===== src/hw/rtl/frlsm_pkg.sv =====
// Shared constants, codes and controller/datapath command types for the slot manager.
`default_nettype none
package frlsm_pkg;

  localparam int SLOTS    = 64;
  localparam int ID_BITS  = 32;
  localparam int SLOT_W   = $clog2(SLOTS);
  localparam int CNT_W    = SLOT_W + 1;
  localparam int ADDR_W   = SLOT_W + 1;
  localparam int KIND_W   = 3;
  localparam int STATUS_W = 3;
  localparam logic [ID_BITS-1:0] ID_ONES = '1;

  typedef enum logic [KIND_W-1:0] {
    K_SAVE   = 3'd0,
    K_LOOKUP = 3'd1,
    K_READ   = 3'd2,
    K_INC    = 3'd3,
    K_FLUSH  = 3'd4
  } kind_t;

  typedef enum logic [STATUS_W-1:0] {
    ST_OK        = 3'd0,
    ST_PARAM     = 3'd1,
    ST_FULL      = 3'd2,
    ST_NOT_FOUND = 3'd3,
    ST_NO_FLUSH  = 3'd4
  } status_t;

  typedef enum logic [3:0] {
    OP_NONE,
    OP_LOAD,
    OP_FAIL,
    OP_SAVE,
    OP_LOOK,
    OP_READ,
    OP_INC,
    OP_FLUSH,
    OP_SCAN,
    OP_ERASE
  } dp_op_t;

  typedef struct packed {
    dp_op_t  op;
    status_t code;
  } dp_cmd_t;

  typedef struct packed {
    logic [KIND_W-1:0] kind;
    logic              id_ones;
    logic              id_zero;
    logic              idle_zero;
    logic              finish;
    logic              to_erase;
  } dp_stat_t;

endpackage
`default_nettype wire


===== src/hw/rtl/frlsm_if.sv =====
// Request and response channel interfaces of the slot manager.
`default_nettype none
interface frlsm_req_if import frlsm_pkg::*; ();
  logic              valid;
  logic              ready;
  logic [KIND_W-1:0] kind;
  logic [31:0]       record_id;
  logic [CNT_W-1:0]  slot;
  modport source (output valid, kind, record_id, slot, input ready);
  modport sink   (input valid, kind, record_id, slot, output ready);
endinterface

interface frlsm_rsp_if import frlsm_pkg::*; ();
  logic                valid;
  logic                ready;
  logic [STATUS_W-1:0] status;
  logic [CNT_W-1:0]    result_slot;
  logic                active_region;
  logic [CNT_W-1:0]    occupied_count;
  logic [CNT_W-1:0]    next_idle_slot;
  modport source (output valid, status, result_slot, active_region, occupied_count,
                  next_idle_slot, input ready);
  modport sink   (input valid, status, result_slot, active_region, occupied_count,
                  next_idle_slot, output ready);
endinterface
`default_nettype wire


===== src/hw/rtl/flash_record_log_slot_manager.sv =====
// Top level of the record log slot manager: controller plus datapath.
//
//   channel | dir | fields
//   req     | in  | kind, record_id, slot
//   rsp     | out | status, result_slot, active_region, occupied_count, next_idle_slot
//
// One request at a time. Read, increment and rejected requests pass through decode
// straight to the response beat. Save and lookup also scan the slots, reading one
// slot per cycle from memory until the scan hits or runs out. Flush runs a count
// pass, a copy pass and an erase, or only the count pass when no flush is needed.
// Synchronous reset empties both regions at once through per-slot valid bits.
// A stalled response holds the block; the next request is taken after it.
`default_nettype none
module flash_record_log_slot_manager import frlsm_pkg::*; (
  input  logic        clk,
  input  logic        rst,
  frlsm_req_if.sink   req,
  frlsm_rsp_if.source rsp
);
  dp_cmd_t  cmd;
  dp_stat_t stat;

  frlsm_ctrl u_ctrl (
    .clk      (clk),
    .rst      (rst),
    .in_valid (req.valid),
    .in_ready (req.ready),
    .out_valid(rsp.valid),
    .out_ready(rsp.ready),
    .stat     (stat),
    .cmd      (cmd)
  );

  frlsm_dp u_dp (
    .clk        (clk),
    .rst        (rst),
    .cmd        (cmd),
    .stat       (stat),
    .in_kind    (req.kind),
    .in_id      (ID_BITS'(req.record_id)),
    .in_slot    (req.slot),
    .status     (rsp.status),
    .result_slot(rsp.result_slot),
    .region     (rsp.active_region),
    .occupied   (rsp.occupied_count),
    .idle       (rsp.next_idle_slot)
  );
endmodule
`default_nettype wire


===== src/hw/rtl/frlsm_ram.sv =====
// Generic simple dual-port RAM with registered read.
`default_nettype none
module frlsm_ram #(
  parameter int WIDTH = 32,
  parameter int DEPTH = 128
) (
  input  logic                     clk,
  input  logic                     we,
  input  logic [$clog2(DEPTH)-1:0] waddr,
  input  logic [WIDTH-1:0]         wdata,
  input  logic [$clog2(DEPTH)-1:0] raddr,
  output logic [WIDTH-1:0]         rdata
);
  logic [WIDTH-1:0] mem [DEPTH];

  always_ff @(posedge clk) begin
    if (we) begin
      mem[waddr] <= wdata;
    end
    rdata <= mem[raddr];
  end
endmodule
`default_nettype wire


===== src/hw/rtl/frlsm_dp.sv =====
// Datapath: slot id memory, valid bits, scan engine and the log state registers.
`default_nettype none
module frlsm_dp import frlsm_pkg::*; (
  input  logic                clk,
  input  logic                rst,
  input  dp_cmd_t             cmd,
  output dp_stat_t            stat,
  input  logic [KIND_W-1:0]   in_kind,
  input  logic [ID_BITS-1:0]  in_id,
  input  logic [CNT_W-1:0]    in_slot,
  output logic [STATUS_W-1:0] status,
  output logic [CNT_W-1:0]    result_slot,
  output logic                region,
  output logic [CNT_W-1:0]    occupied,
  output logic [CNT_W-1:0]    idle
);
  typedef enum logic [1:0] {M_IDLE, M_LOOK, M_COUNT, M_COPY} mode_t;

  // payload of the current item
  logic [KIND_W-1:0]  kind_q;
  logic [ID_BITS-1:0] id_q;
  logic [CNT_W-1:0]   slot_q;
  status_t            status_q;
  logic [CNT_W-1:0]   rslot_q;

  logic               region_q;
  logic [CNT_W-1:0]   occ_q;
  logic [CNT_W-1:0]   idle_q;

  mode_t              mode;
  logic               down;
  logic [CNT_W-1:0]   idx;
  logic               pend;
  logic [SLOT_W-1:0]  pidx;
  logic [CNT_W-1:0]   cnt;
  logic [CNT_W-1:0]   wptr;
  logic [2*SLOTS-1:0] vld;
  logic               vld_q;

  logic               we;
  logic [ADDR_W-1:0]  waddr;
  logic [ID_BITS-1:0] wdata;
  logic [ADDR_W-1:0]  raddr;
  logic [ID_BITS-1:0] ram_q;
  logic [ID_BITS-1:0] eff;
  logic               issue;
  logic               erased;
  logic               match;
  logic               hit;
  logic               scan_end;
  logic               few;
  logic [CNT_W-1:0]   top;
  logic [CNT_W-1:0]   idle_m1;

  frlsm_ram #(.WIDTH(ID_BITS), .DEPTH(2 * SLOTS)) u_ram (
    .clk  (clk),
    .we   (we),
    .waddr(waddr),
    .wdata(wdata),
    .raddr(raddr),
    .rdata(ram_q)
  );

  assign issue    = !idx[CNT_W-1];
  assign raddr    = {region_q, idx[SLOT_W-1:0]};
  // an entry never written since its region was erased reads as erased
  assign eff      = vld_q ? ram_q : ID_ONES;
  assign erased   = (eff == ID_ONES);
  assign scan_end = !issue && !pend;
  assign few      = (cnt < CNT_W'(SLOTS / 8));
  assign top      = (occ_q > CNT_W'(SLOTS)) ? CNT_W'(SLOTS) : occ_q;
  assign idle_m1  = idle_q - CNT_W'(1);

  always_comb begin
    unique case (mode)
      M_IDLE:  match = erased;
      M_LOOK:  match = (eff == id_q);
      M_COUNT: match = erased;
      M_COPY:  match = !erased && (eff != '0);
      default: match = 1'b0;
    endcase
  end

  assign hit = pend && match;

  always_comb begin
    we    = 1'b0;
    waddr = {region_q, idle_m1[SLOT_W-1:0]};
    wdata = id_q;
    if (cmd.op == OP_SAVE) begin
      we = 1'b1;
    end else if (cmd.op == OP_SCAN && mode == M_COPY && hit) begin
      we    = 1'b1;
      waddr = {!region_q, wptr[SLOT_W-1:0]};
      wdata = eff;
    end
  end

  always_comb begin
    stat.kind      = kind_q;
    stat.id_ones   = (id_q == ID_ONES);
    stat.id_zero   = (id_q == '0);
    stat.idle_zero = (idle_q == '0);
    stat.finish    = ((mode == M_IDLE || mode == M_LOOK) && (hit || scan_end))
                  || (mode == M_COUNT && scan_end && !few);
    stat.to_erase  = (mode == M_COPY) && scan_end;
  end

  always_ff @(posedge clk) begin
    vld_q <= vld[raddr];
    unique case (cmd.op)
      OP_LOAD: begin
        kind_q   <= in_kind;
        id_q     <= in_id;
        slot_q   <= in_slot;
        status_q <= ST_OK;
        rslot_q  <= '0;
      end
      OP_FAIL: status_q <= cmd.code;
      OP_SAVE: begin
        rslot_q <= idle_q;
        idx     <= idle_q;
        down    <= 1'b0;
        mode    <= M_IDLE;
      end
      OP_LOOK: begin
        idx      <= top - CNT_W'(1);
        down     <= 1'b1;
        mode     <= M_LOOK;
        status_q <= ST_NOT_FOUND;
      end
      OP_READ: begin
        priority if (slot_q == '0) begin
          status_q <= ST_PARAM;
        end else if (slot_q > occ_q) begin
          status_q <= ST_FULL;
        end else if (slot_q > CNT_W'(SLOTS)) begin
          status_q <= ST_PARAM;
        end else begin
          rslot_q <= slot_q;
        end
      end
      OP_FLUSH: begin
        idx  <= '0;
        down <= 1'b0;
        cnt  <= '0;
        mode <= M_COUNT;
      end
      OP_SCAN: begin
        if (issue) begin
          idx <= down ? idx - CNT_W'(1) : idx + CNT_W'(1);
        end
        pidx <= idx[SLOT_W-1:0];
        unique case (mode)
          M_IDLE: begin
            if (scan_end) begin
              status_q <= ST_FULL;
            end
          end
          M_LOOK: begin
            if (hit) begin
              rslot_q  <= CNT_W'(pidx) + CNT_W'(1);
              status_q <= ST_OK;
            end
          end
          M_COUNT: begin
            if (hit) begin
              cnt <= cnt + CNT_W'(1);
            end
            if (scan_end) begin
              if (few) begin
                // copy the last three quarters into the other region
                mode <= M_COPY;
                idx  <= CNT_W'(SLOTS / 4);
                wptr <= '0;
              end else begin
                status_q <= ST_NO_FLUSH;
              end
            end
          end
          M_COPY: begin
            if (hit) begin
              wptr <= wptr + CNT_W'(1);
            end
          end
          default: ;
        endcase
      end
      default: ;
    endcase

    if (rst) begin
      region_q <= 1'b0;
      occ_q    <= '0;
      idle_q   <= CNT_W'(1);
      vld      <= '0;
      pend     <= 1'b0;
    end else begin
      pend <= (cmd.op == OP_SCAN) && issue;
      if (cmd.op == OP_INC && occ_q < CNT_W'(SLOTS)) begin
        occ_q <= occ_q + CNT_W'(1);
      end
      if (cmd.op == OP_SCAN && mode == M_IDLE) begin
        if (hit) begin
          idle_q <= CNT_W'(pidx) + CNT_W'(1);
        end else if (scan_end) begin
          idle_q <= '0;
        end
      end
      if (cmd.op == OP_ERASE) begin
        // the copied ids sit packed at the bottom of the new region
        if (region_q) begin
          vld[2*SLOTS-1:SLOTS] <= '0;
        end else begin
          vld[SLOTS-1:0] <= '0;
        end
        region_q <= !region_q;
        occ_q    <= wptr;
        idle_q   <= wptr + CNT_W'(1);
      end
      if (we) begin
        vld[waddr] <= 1'b1;
      end
    end
  end

  assign status      = status_q;
  assign result_slot = rslot_q;
  assign region      = region_q;
  assign occupied    = occ_q;
  assign idle        = idle_q;
endmodule
`default_nettype wire


===== src/hw/rtl/frlsm_ctrl.sv =====
// Controller: request sequencing state machine and channel handshakes.
`default_nettype none
module frlsm_ctrl import frlsm_pkg::*; (
  input  logic     clk,
  input  logic     rst,
  input  logic     in_valid,
  output logic     in_ready,
  output logic     out_valid,
  input  logic     out_ready,
  input  dp_stat_t stat,
  output dp_cmd_t  cmd
);
  typedef enum logic [2:0] {S_IDLE, S_DECODE, S_SCAN, S_ERASE, S_DONE} state_t;

  state_t state;
  state_t state_next;

  always_comb begin
    cmd.op     = OP_NONE;
    cmd.code   = ST_OK;
    state_next = state;
    unique case (state)
      S_IDLE: begin
        if (in_valid) begin
          cmd.op     = OP_LOAD;
          state_next = S_DECODE;
        end
      end
      S_DECODE: begin
        state_next = S_DONE;
        unique case (stat.kind)
          K_SAVE: begin
            priority if (stat.id_ones) begin
              cmd.op   = OP_FAIL;
              cmd.code = ST_PARAM;
            end else if (stat.idle_zero) begin
              cmd.op   = OP_FAIL;
              cmd.code = ST_FULL;
            end else begin
              cmd.op     = OP_SAVE;
              state_next = S_SCAN;
            end
          end
          K_LOOKUP: begin
            if (stat.id_zero) begin
              cmd.op   = OP_FAIL;
              cmd.code = ST_PARAM;
            end else begin
              cmd.op     = OP_LOOK;
              state_next = S_SCAN;
            end
          end
          K_READ: cmd.op = OP_READ;
          K_INC:  cmd.op = OP_INC;
          K_FLUSH: begin
            cmd.op     = OP_FLUSH;
            state_next = S_SCAN;
          end
          default: begin
            cmd.op   = OP_FAIL;
            cmd.code = ST_PARAM;
          end
        endcase
      end
      S_SCAN: begin
        cmd.op = OP_SCAN;
        priority if (stat.finish) begin
          state_next = S_DONE;
        end else if (stat.to_erase) begin
          state_next = S_ERASE;
        end
      end
      S_ERASE: begin
        cmd.op     = OP_ERASE;
        state_next = S_DONE;
      end
      S_DONE: begin
        if (out_ready) begin
          state_next = S_IDLE;
        end
      end
      default: state_next = S_IDLE;
    endcase
  end

  always_ff @(posedge clk) begin
    if (rst) begin
      state     <= S_IDLE;
      in_ready  <= 1'b1;
      out_valid <= 1'b0;
    end else begin
      state     <= state_next;
      in_ready  <= (state_next == S_IDLE);
      out_valid <= (state_next == S_DONE);
    end
  end
endmodule
`default_nettype wire


===== src/flat_wrapper.sv =====
// flat-port wrapper written by rule: the top's interface ports become plain ports
module flash_record_log_slot_manager_flat import frlsm_pkg::*;
  (clk, rst, req_valid, req_kind, req_record_id, req_slot, req_ready, rsp_valid, rsp_status, rsp_result_slot, rsp_active_region, rsp_occupied_count, rsp_next_idle_slot, rsp_ready);
  frlsm_req_if req_i ();
  frlsm_rsp_if rsp_i ();
  input  logic clk;
  input  logic rst;
  input wire logic [$bits(req_i.valid)-1:0] req_valid;
  input wire logic [$bits(req_i.kind)-1:0] req_kind;
  input wire logic [$bits(req_i.record_id)-1:0] req_record_id;
  input wire logic [$bits(req_i.slot)-1:0] req_slot;
  output wire logic [$bits(req_i.ready)-1:0] req_ready;
  output wire logic [$bits(rsp_i.valid)-1:0] rsp_valid;
  output wire logic [$bits(rsp_i.status)-1:0] rsp_status;
  output wire logic [$bits(rsp_i.result_slot)-1:0] rsp_result_slot;
  output wire logic [$bits(rsp_i.active_region)-1:0] rsp_active_region;
  output wire logic [$bits(rsp_i.occupied_count)-1:0] rsp_occupied_count;
  output wire logic [$bits(rsp_i.next_idle_slot)-1:0] rsp_next_idle_slot;
  input wire logic [$bits(rsp_i.ready)-1:0] rsp_ready;
  assign req_i.valid = req_valid;
  assign req_i.kind = req_kind;
  assign req_i.record_id = req_record_id;
  assign req_i.slot = req_slot;
  assign req_ready = req_i.ready;
  assign rsp_valid = rsp_i.valid;
  assign rsp_status = rsp_i.status;
  assign rsp_result_slot = rsp_i.result_slot;
  assign rsp_active_region = rsp_i.active_region;
  assign rsp_occupied_count = rsp_i.occupied_count;
  assign rsp_next_idle_slot = rsp_i.next_idle_slot;
  assign rsp_i.ready = rsp_ready;
  flash_record_log_slot_manager u_core (.clk(clk), .rst(rst), .req(req_i), .rsp(rsp_i));
endmodule

===== config.mk =====
export PLATFORM = sky130hd
export DESIGN_NAME = flash_record_log_slot_manager_flat
export DESIGN_NICKNAME = d
export VERILOG_FILES = /design/src/hw/rtl/frlsm_pkg.sv /design/src/hw/rtl/frlsm_if.sv /design/src/hw/rtl/flash_record_log_slot_manager.sv /design/src/hw/rtl/frlsm_ram.sv /design/src/hw/rtl/frlsm_dp.sv /design/src/hw/rtl/frlsm_ctrl.sv /design/src/flat_wrapper.sv
export SDC_FILE = /design/constraint.sdc
export NUM_CORES = 2
export LEC_CHECK = 0
export BUFFER_PORTS_ARGS = -buffer_cell sky130_fd_sc_hd__buf_2
export CAP_MARGIN = 25
export CORE_UTILIZATION = 40
export DETAILED_ROUTE_END_ITERATION = 6
export PLACE_DENSITY = 0.62
export SETUP_SLACK_MARGIN = 0.02
export SLEW_MARGIN = 15
export SYNTH_ARGS = -nofsm -noshare
export SYNTH_HDL_FRONTEND = slang
export SYNTH_SLANG_ARGS = --single-unit
export TNS_END_PERCENT = 10

===== constraint.sdc =====
create_clock -name clk -period 9 [get_ports clk]
set_clock_uncertainty 0.2 [all_clocks]
set_input_delay 1.35 -clock clk [delete_from_list [all_inputs] [get_ports clk]]
set_output_delay 1.35 -clock clk [all_outputs]
set_load 0.005 [all_outputs]

### Yosys cells after proc, flatten, opt, wreduce, memory -nomap -nowiden

Memories as Yosys holds them, arrays and structs flattened. A register that Yosys moved wholly into a read port is not among the register bits.
Cells that the tools add are included.
Widths: inputs -> output; s select.

* $add $sub $neg: 8
* magnitude comparators: 8
* equal/unequal tests: 41
* muxes and demuxes: 78
* bitwise operators: 1
* reduce and logical (&&, ||, !) cells: 47

Operator list (count)
* $mux 128: 3
* $mux 7: 25
* $mux 64: 2
* $or 128x128->128: 1
* $mux 32: 3
* $eq 32x32->1 const B: 2
* $pmux 7 s4: 2
* $mux 3: 16
* $eq 32x32->1: 1
* $logic_not 32->1: 1
* $reduce_bool 32->1: 1
* $pmux 3 s5: 2
* $add 7x1->7 const B: 4
* $pmux 7 s2: 2
* $pmux 3 s3: 3
* $ne 2x2->1 const B: 11
* $pmux 4 s5: 1
* $eq 4x3->1 const B: 4
* $lt 7x8->1 const B: 2
* $pmux 4 s4: 1
* $gt 7x7->1 const B: 2
* $logic_not 7->1: 2
* $sub 7x1->7 const B: 2
* $logic_and 1x1->1: 13
* 40 further kinds: 77

* bits in registers: 232
* RAM bits: 4096
* input bits: 46
* output and inout port bits: 27
* word-level logic and storage cells: 204
* memories kept: 1

Memories
* u_core.u_dp.u_ram.mem: words 128, width 32, rd ports 1, clocked after memory_dff 1, wr ports 1, RTL line frlsm_ram.sv:14 `logic [WIDTH-1:0] mem [DEPTH];`

### Longest topological paths before layout

* depth in word-level cells: 16
* depth in mapped cells: 13
* depth with buffers taken out: 11

### Hierarchy

From an unflattened synthesis, not the netlist that was laid out.

* cells, all modules: 7362
* area, all modules: 169271.1 um^2

By module, submodules not included
* frlsm_ram: instances 1, cells each 5990, area an instance 156276.1 um^2, seq. area each 123638.6 um^2
* frlsm_dp: instances 1, cells each 1324, area an instance 12588.3 um^2, seq. area each 5365.1 um^2
* frlsm_ctrl: instances 1, cells each 48, area an instance 406.6 um^2, seq. area each 100.1 um^2

### Worst setup path after synthesis

OpenSTA, ideal clock, no wires.

* path type: register to register
* from: register u_core.u_dp.id_q[8]
* to: memory u_core.u_dp.u_ram.mem[0][23], data pin
* library setup time: 969 ps
* arrival time: 5954 ps
* required time: 7831 ps
* slack: 1877 ps
* cell stages (with the launch flop): 11
* path buffers: 2
* period minus slack after synthesis: 7123 ps
* path through: edfxtp_1 -> or3b_1 -> o22ai_2 -> o22ai_1 -> nor4_4 -> a21oi_2 -> nor2_4 -> buf_2 -> buf_2 -> nor2_1 -> a31oi_1

* longest elaborated chain between the ends: 9
* elaborated cells on any way between the ends: 15
* those cells by class: 4 x eq/ne; 7 x mux; 4 x reduce/logical

Ends and longest elaborated chain
* from (decl): RTL line frlsm_dp.sv:21 `logic [ID_BITS-1:0] id_q;`
* from (signal assigned): RTL line frlsm_dp.sv:114 `id_q <= in_id;`
* $eq 32x32->1 / $logic_not 32->1 (equally long branches): RTL line frlsm_dp.sv:101, frlsm_dp.sv:102
* $mux 7 / $mux 3 (equally long branches): RTL line frlsm_ctrl.sv:33, frlsm_ctrl.sv:45
* $pmux 4 s5: RTL line frlsm_ctrl.sv:31 `unique case (stat.kind)`
* $pmux 4 s4: RTL line frlsm_ctrl.sv:22 `unique case (state)`
* $eq 4x4->1: RTL line frlsm_dp.sv:92 `end else if (cmd.op == OP_SCAN && mode == M_COPY && hit) begin`
* $logic_and 1x1->1 (2 in a row): RTL line frlsm_dp.sv:92
* $mux 32: RTL line frlsm_dp.sv:92
* $mux 32 *: RTL line frlsm_dp.sv:90 `if (cmd.op == OP_SAVE) begin`
* net u_core.u_dp.u_ram.wdata[23]: RTL line frlsm_ram.sv:10 `input logic [WIDTH-1:0] wdata,`
* to (decl): RTL line frlsm_ram.sv:14

Mark *: on every way through the listed nets, which the timed path passes. The rest lies on a longest branch.

### Final worst setup path

* from: register u_core.u_dp.vld_q
* to: memory u_core.u_dp.u_ram.mem[59][24], data pin

* longest elaborated chain between the ends: 9
* elaborated cells on any way between the ends: 11
* those cells by class: 2 x eq/ne; 4 x mux; 5 x reduce/logical

Ends and longest elaborated chain
* from (decl): RTL line frlsm_dp.sv:38 `logic vld_q;`
* from (signal assigned): RTL line frlsm_dp.sv:110 `vld_q <= vld[raddr];`
* $mux 32 *: RTL line frlsm_dp.sv:67 `assign eff = vld_q ? ram_q : ID_ONES;`
* $eq 32x32->1: RTL line frlsm_dp.sv:68 `assign erased = (eff == ID_ONES);`
* $logic_not 1->1: RTL line frlsm_dp.sv:79 `M_COPY: match = !erased && (eff != '0);`
* $logic_and 1x1->1: RTL line frlsm_dp.sv:79
* $pmux 1 s3: RTL line frlsm_dp.sv:75 `unique case (mode)`
* $logic_and 1x1->1: RTL line frlsm_dp.sv:84 `assign hit = pend && match;`
* $logic_and 1x1->1: RTL line frlsm_dp.sv:92
* $mux 32 *: RTL line frlsm_dp.sv:92
* $mux 32 *: RTL line frlsm_dp.sv:90
* net u_core.u_dp.u_ram.wdata[24]: RTL line frlsm_ram.sv:10

Marked as above.

==> results_dict.tcl <==
set metrics [dict create \
    first_iter_violations 11200 \
    setup.worst_path.class "reg2reg" \
    wire_length_of_the_first_global_routing_pass_mm 629 \
    die_y_um 652 \
    cts_made_buffers 422 \
    nets 7756 \
    rsz_0062_raised_after_global_routing "false" \
    max_slew_margin_pct 14.7 \
    insertion_delay_ps 990 \
    total_via_count_after_detailed_routing 80600 \
    synth-edff-count 4178 \
    via_count_of_the_first_global_routing_pass 81400 \
    cts_root_buffer "clkbuf_16" \
    nFillCells 34200 \
    dr.pass1.iters 7 \
    post_synthesis_share_of_cell_area_spent_on_xor_and_xnor_gates_pct 0.233 \
    numClockSinks 4360 \
    hold_buffers 0 \
    core_region_area_um2 420000 \
    maxUsedRoutingLayer "met5" \
    netlist_instances 7336 \
    detailed_placement_hpwl_mm 250 \
    final_common_cell "edfxtp_1" \
    route.antenna.remaining_nets 0 \
    pre_cts_ws_ps 2220 \
    cells_traversed_along_the_worst_timing_path "buf_4 -> or3b_1 -> o22ai_1 -> o22ai_1 -> nor4_4 -> a21oi_2 -> nor2_4 -> buf_4 -> nor2_1 -> a31oi_4 -> buf_4 -> buf_4" \
    crit_family "buffers and inverters" \
    critical_path.startpoint_type "flip-flop" \
    avgSynthCellArea_um2 23.0 \
    floorplan.rows 238 \
    grt_start_max_net_pins 137 \
    synth_simple_gate_area_share_pct 1.82 \
    maxClockFrequency_mhz 146 \
    drc 0 \
    met3_wirelength_mm 39.1 \
    synth_fp_nets 7407 \
    placed_area_um2 179000 \
    cpPeakStageDelay_ps 980 \
    worstHoldStart "u_core.u_dp.vld[62]" \
    multi_input_area_um2 39400 \
    worst-endpoint-arrival_ps 7280 \
    startpoint_of_the_most_critical_register_to_register_path "u_core.u_dp.vld_q" \
    antenna_found_initial 51 \
    sequential_cell_area_um2 129000 \
    wl_met2_mm 219 \
    post-cts-setup-buffer-count 0 \
    ys_top_cells_by_area "edfxtp_1 (74%), mux4_2 (18%), dfxtp_1 (2.2%)" \
    main_combinational_cell_family_by_area_after_synthesis "multiplexers" \
    final.setup.worst_slack_ps 2170 \
    finalSetupViolCount 0 \
    track_usage_pct 20.9 \
    tightest_hold_margin_ps 247 \
    finish.instance_area_um2 192000 \
    synth.distinct_cells 82 \
    largest_voltage_drop_on_the_vdd_net_mv 0.173 \
    cts.path.max_buffers 4 \
    cp-startpoint "u_core.u_dp.vld_q" \
    final-instance-count-excl-fill 13700 \
    crit_buf_inv 4 \
    synth_adder_area_share_pct 0.190 \
    syn2layout_area_growth_pct 13.9 \
    post_synth_mux_area_share_pct 18.8 \
    report.final.hold_viol_count 0 \
    crit_path_max_fanout 64 \
    leakage_nw 58.7 \
    yosys_most_used_dff "edfxtp_1" \
    postCtsResizedCells 0 \
    timing_worst_slew_pin_value_ps 1280 \
    routed_wirelength_mm 448 \
    syn-cell-area_um2 169000 \
    final_min_period_over_clock_period_pct 75.9 \
    detail_route.wl_per_cell_um 32.7 \
    die_area_um2 425000 \
    htree_levels 5 \
    placed_cells 12900 \
    synth-compound-area-share_pct 1.37 \
    yosysTopAreaCell "edfxtp_1" \
    setup.worst_path.end_class "flip-flop" \
    numPortBuffers 72 \
    final_weighted_congestion_of_routability_driven_global_placement 0.849 \
    ys.warnings.count 0 \
    most-common-layout-cells "edfxtp_1 (4178), mux4_2 (1386), clkbuf_16 (428)" \
    cp_data_required_time_ps 9450 \
    fin_tns_setup_ps 0 \
    hold_path.class "reg2reg" \
    proportion_of_synthesized_flip_flops_having_asynchronous_set_or_reset_pct 0 \
    initial_core_util_pct 40.2 \
    avgViaCountPerCell 5.88 \
    yosysSeqAreaShare_pct 76.5 \
    cap_viol_max_count 0 \
    finalMaxSlewViolations 0 \
    routed_met1_length_mm 178 \
    die_w_um 652 \
    crit_top_cell "buf_4" \
    power_density_nw_per_um2 221 \
    path_clk_slew_ps 60 \
    postSynthRegisterBits 4360 \
    minimum_period_implied_by_the_final_worst_setup_slack_ps 6830 \
    yosys.area.top_type_share_pct 74.3 \
    critPathSlowestCell "dfxtp_4" \
    outcome "finished, final reports clean" \
    global_route.overflow_total 0 \
    drive_above_1_share_pct 31.6 \
    io-pin-count 73 \
    tritoncts "built" \
]
==> layer usage <==
| layer | vias to the layer above | GRT usage (%) |
|---|---|---|
| met3 | 550 | 3.72 |
| met2 | 3877 | 34.0 |
| met5 | - | 0 |
| li1 | 32100 | - |
| met4 | 10 | 5.51 |
| met1 | 44100 | 29.1 |
==> power by group <==
group | internal (mW) | switching [mW]
clock | 9.82 | 7.56
combinational | 0.850 | 1.65
sequential | 22.5 | 0.126
==> metrics by stage <==
stage / utilization, % / total power, mW
finish: 45.8 / 42.5
global route: 45.8 / 43.6
CTS: 45.7 / 42.8
detailed placement: 42.5 / 25.6
global placement: 42.5 / 25.5
floorplan: - / 24.5
==> cells in the mapped netlist, types with 24 or more instances <==
library cell / n
edfxtp_1: 4178
mux4_2: 1386
clkbuf_1: 274
nor2_1: 227
nand2_1: 192
dfxtp_1: 182
buf_2: 88
o21ai_0: 81
inv_1: 59
o21ai_1: 52
a21oi_1: 49
buf_1: 45
a31oi_1: 38
mux2_2: 33
o22ai_1: 31
nand3_1: 30
nor4_1: 30
xor2_1: 27
ha_1: 24
nor3_1: 24
==> state kept, by name (all words and copies together) (netlist names) <==
signal / cells
u_core.u_dp.idle: 7
u_core.u_dp.u_ram.rdata: 32
u_core.u_dp.occupied: 7
u_core.u_dp.result_slot: 7
u_core.u_ctrl.out_valid: 1
u_core.u_dp.id_q: 32
u_core.u_dp.vld_q: 1
u_core.u_dp.slot_q: 7
u_core.u_dp.cnt: 7
u_core.u_dp.u_ram.mem: 4096
u_core.u_ctrl.state: 3
u_core.u_dp.vld: 128
u_core.u_dp.mode: 2
u_core.u_dp.region: 1
u_core.u_dp.idx: 7
u_core.u_dp.status: 3
u_core.u_dp.kind_q: 3
u_core.u_dp.pend: 1
u_core.u_ctrl.in_ready: 1
u_core.u_dp.pidx: 6
u_core.u_dp.down: 1
u_core.u_dp.wptr: 7
==> logic make-up (layout without fill, tap and decap cells) <==
family / Yosys count / after routing
AO/OA/AOI/OAI: 360 / 360
XOR/XNOR: 45 / 45
adder cells (fa/ha/maj): 25 / 25
buffers and inverters: 473 / 1176
flip-flops: 4360 / 4360
multiplexers: 1429 / 1429
other: 0 / 28
AND/OR/NAND/NOR: 644 / 644
==> cell type report <==
class                           instances  share of cell area, %
Clock inverter                        250                   1.24
Sequential cell                      4360                   67.1
Tap cell                             5640                   3.67
Inverter                               61                  0.120
Antenna cell                           28                 0.0364
Multi-Input combinational cell       2503                   20.5
Timing Repair Buffer                  337                   1.53
Clock buffer                          528                   5.77
==> final timing paths <==
check | slack [ps] | cells after the start | endpoint
setup / recovery | 2170 | 12 | u_core.u_dp.u_ram.mem[59][24]
hold / removal | 250 | 2 | u_core.u_dp.vld[62]
setup reg to reg | 2170 | 12 | u_core.u_dp.u_ram.mem[59][24]
hold reg to reg | 250 | 2 | u_core.u_dp.vld[62]
==> worst register-to-register path, delay by kind of cell, from the launching register on <==
kind,cells,cell delay (ps)
AO/OA/AOI/OAI,4,1060
buffers and inverters,4,2380
flip-flops,1,980
AND/OR/NAND/NOR,4,1740
(Power assumes the default switching activity.)
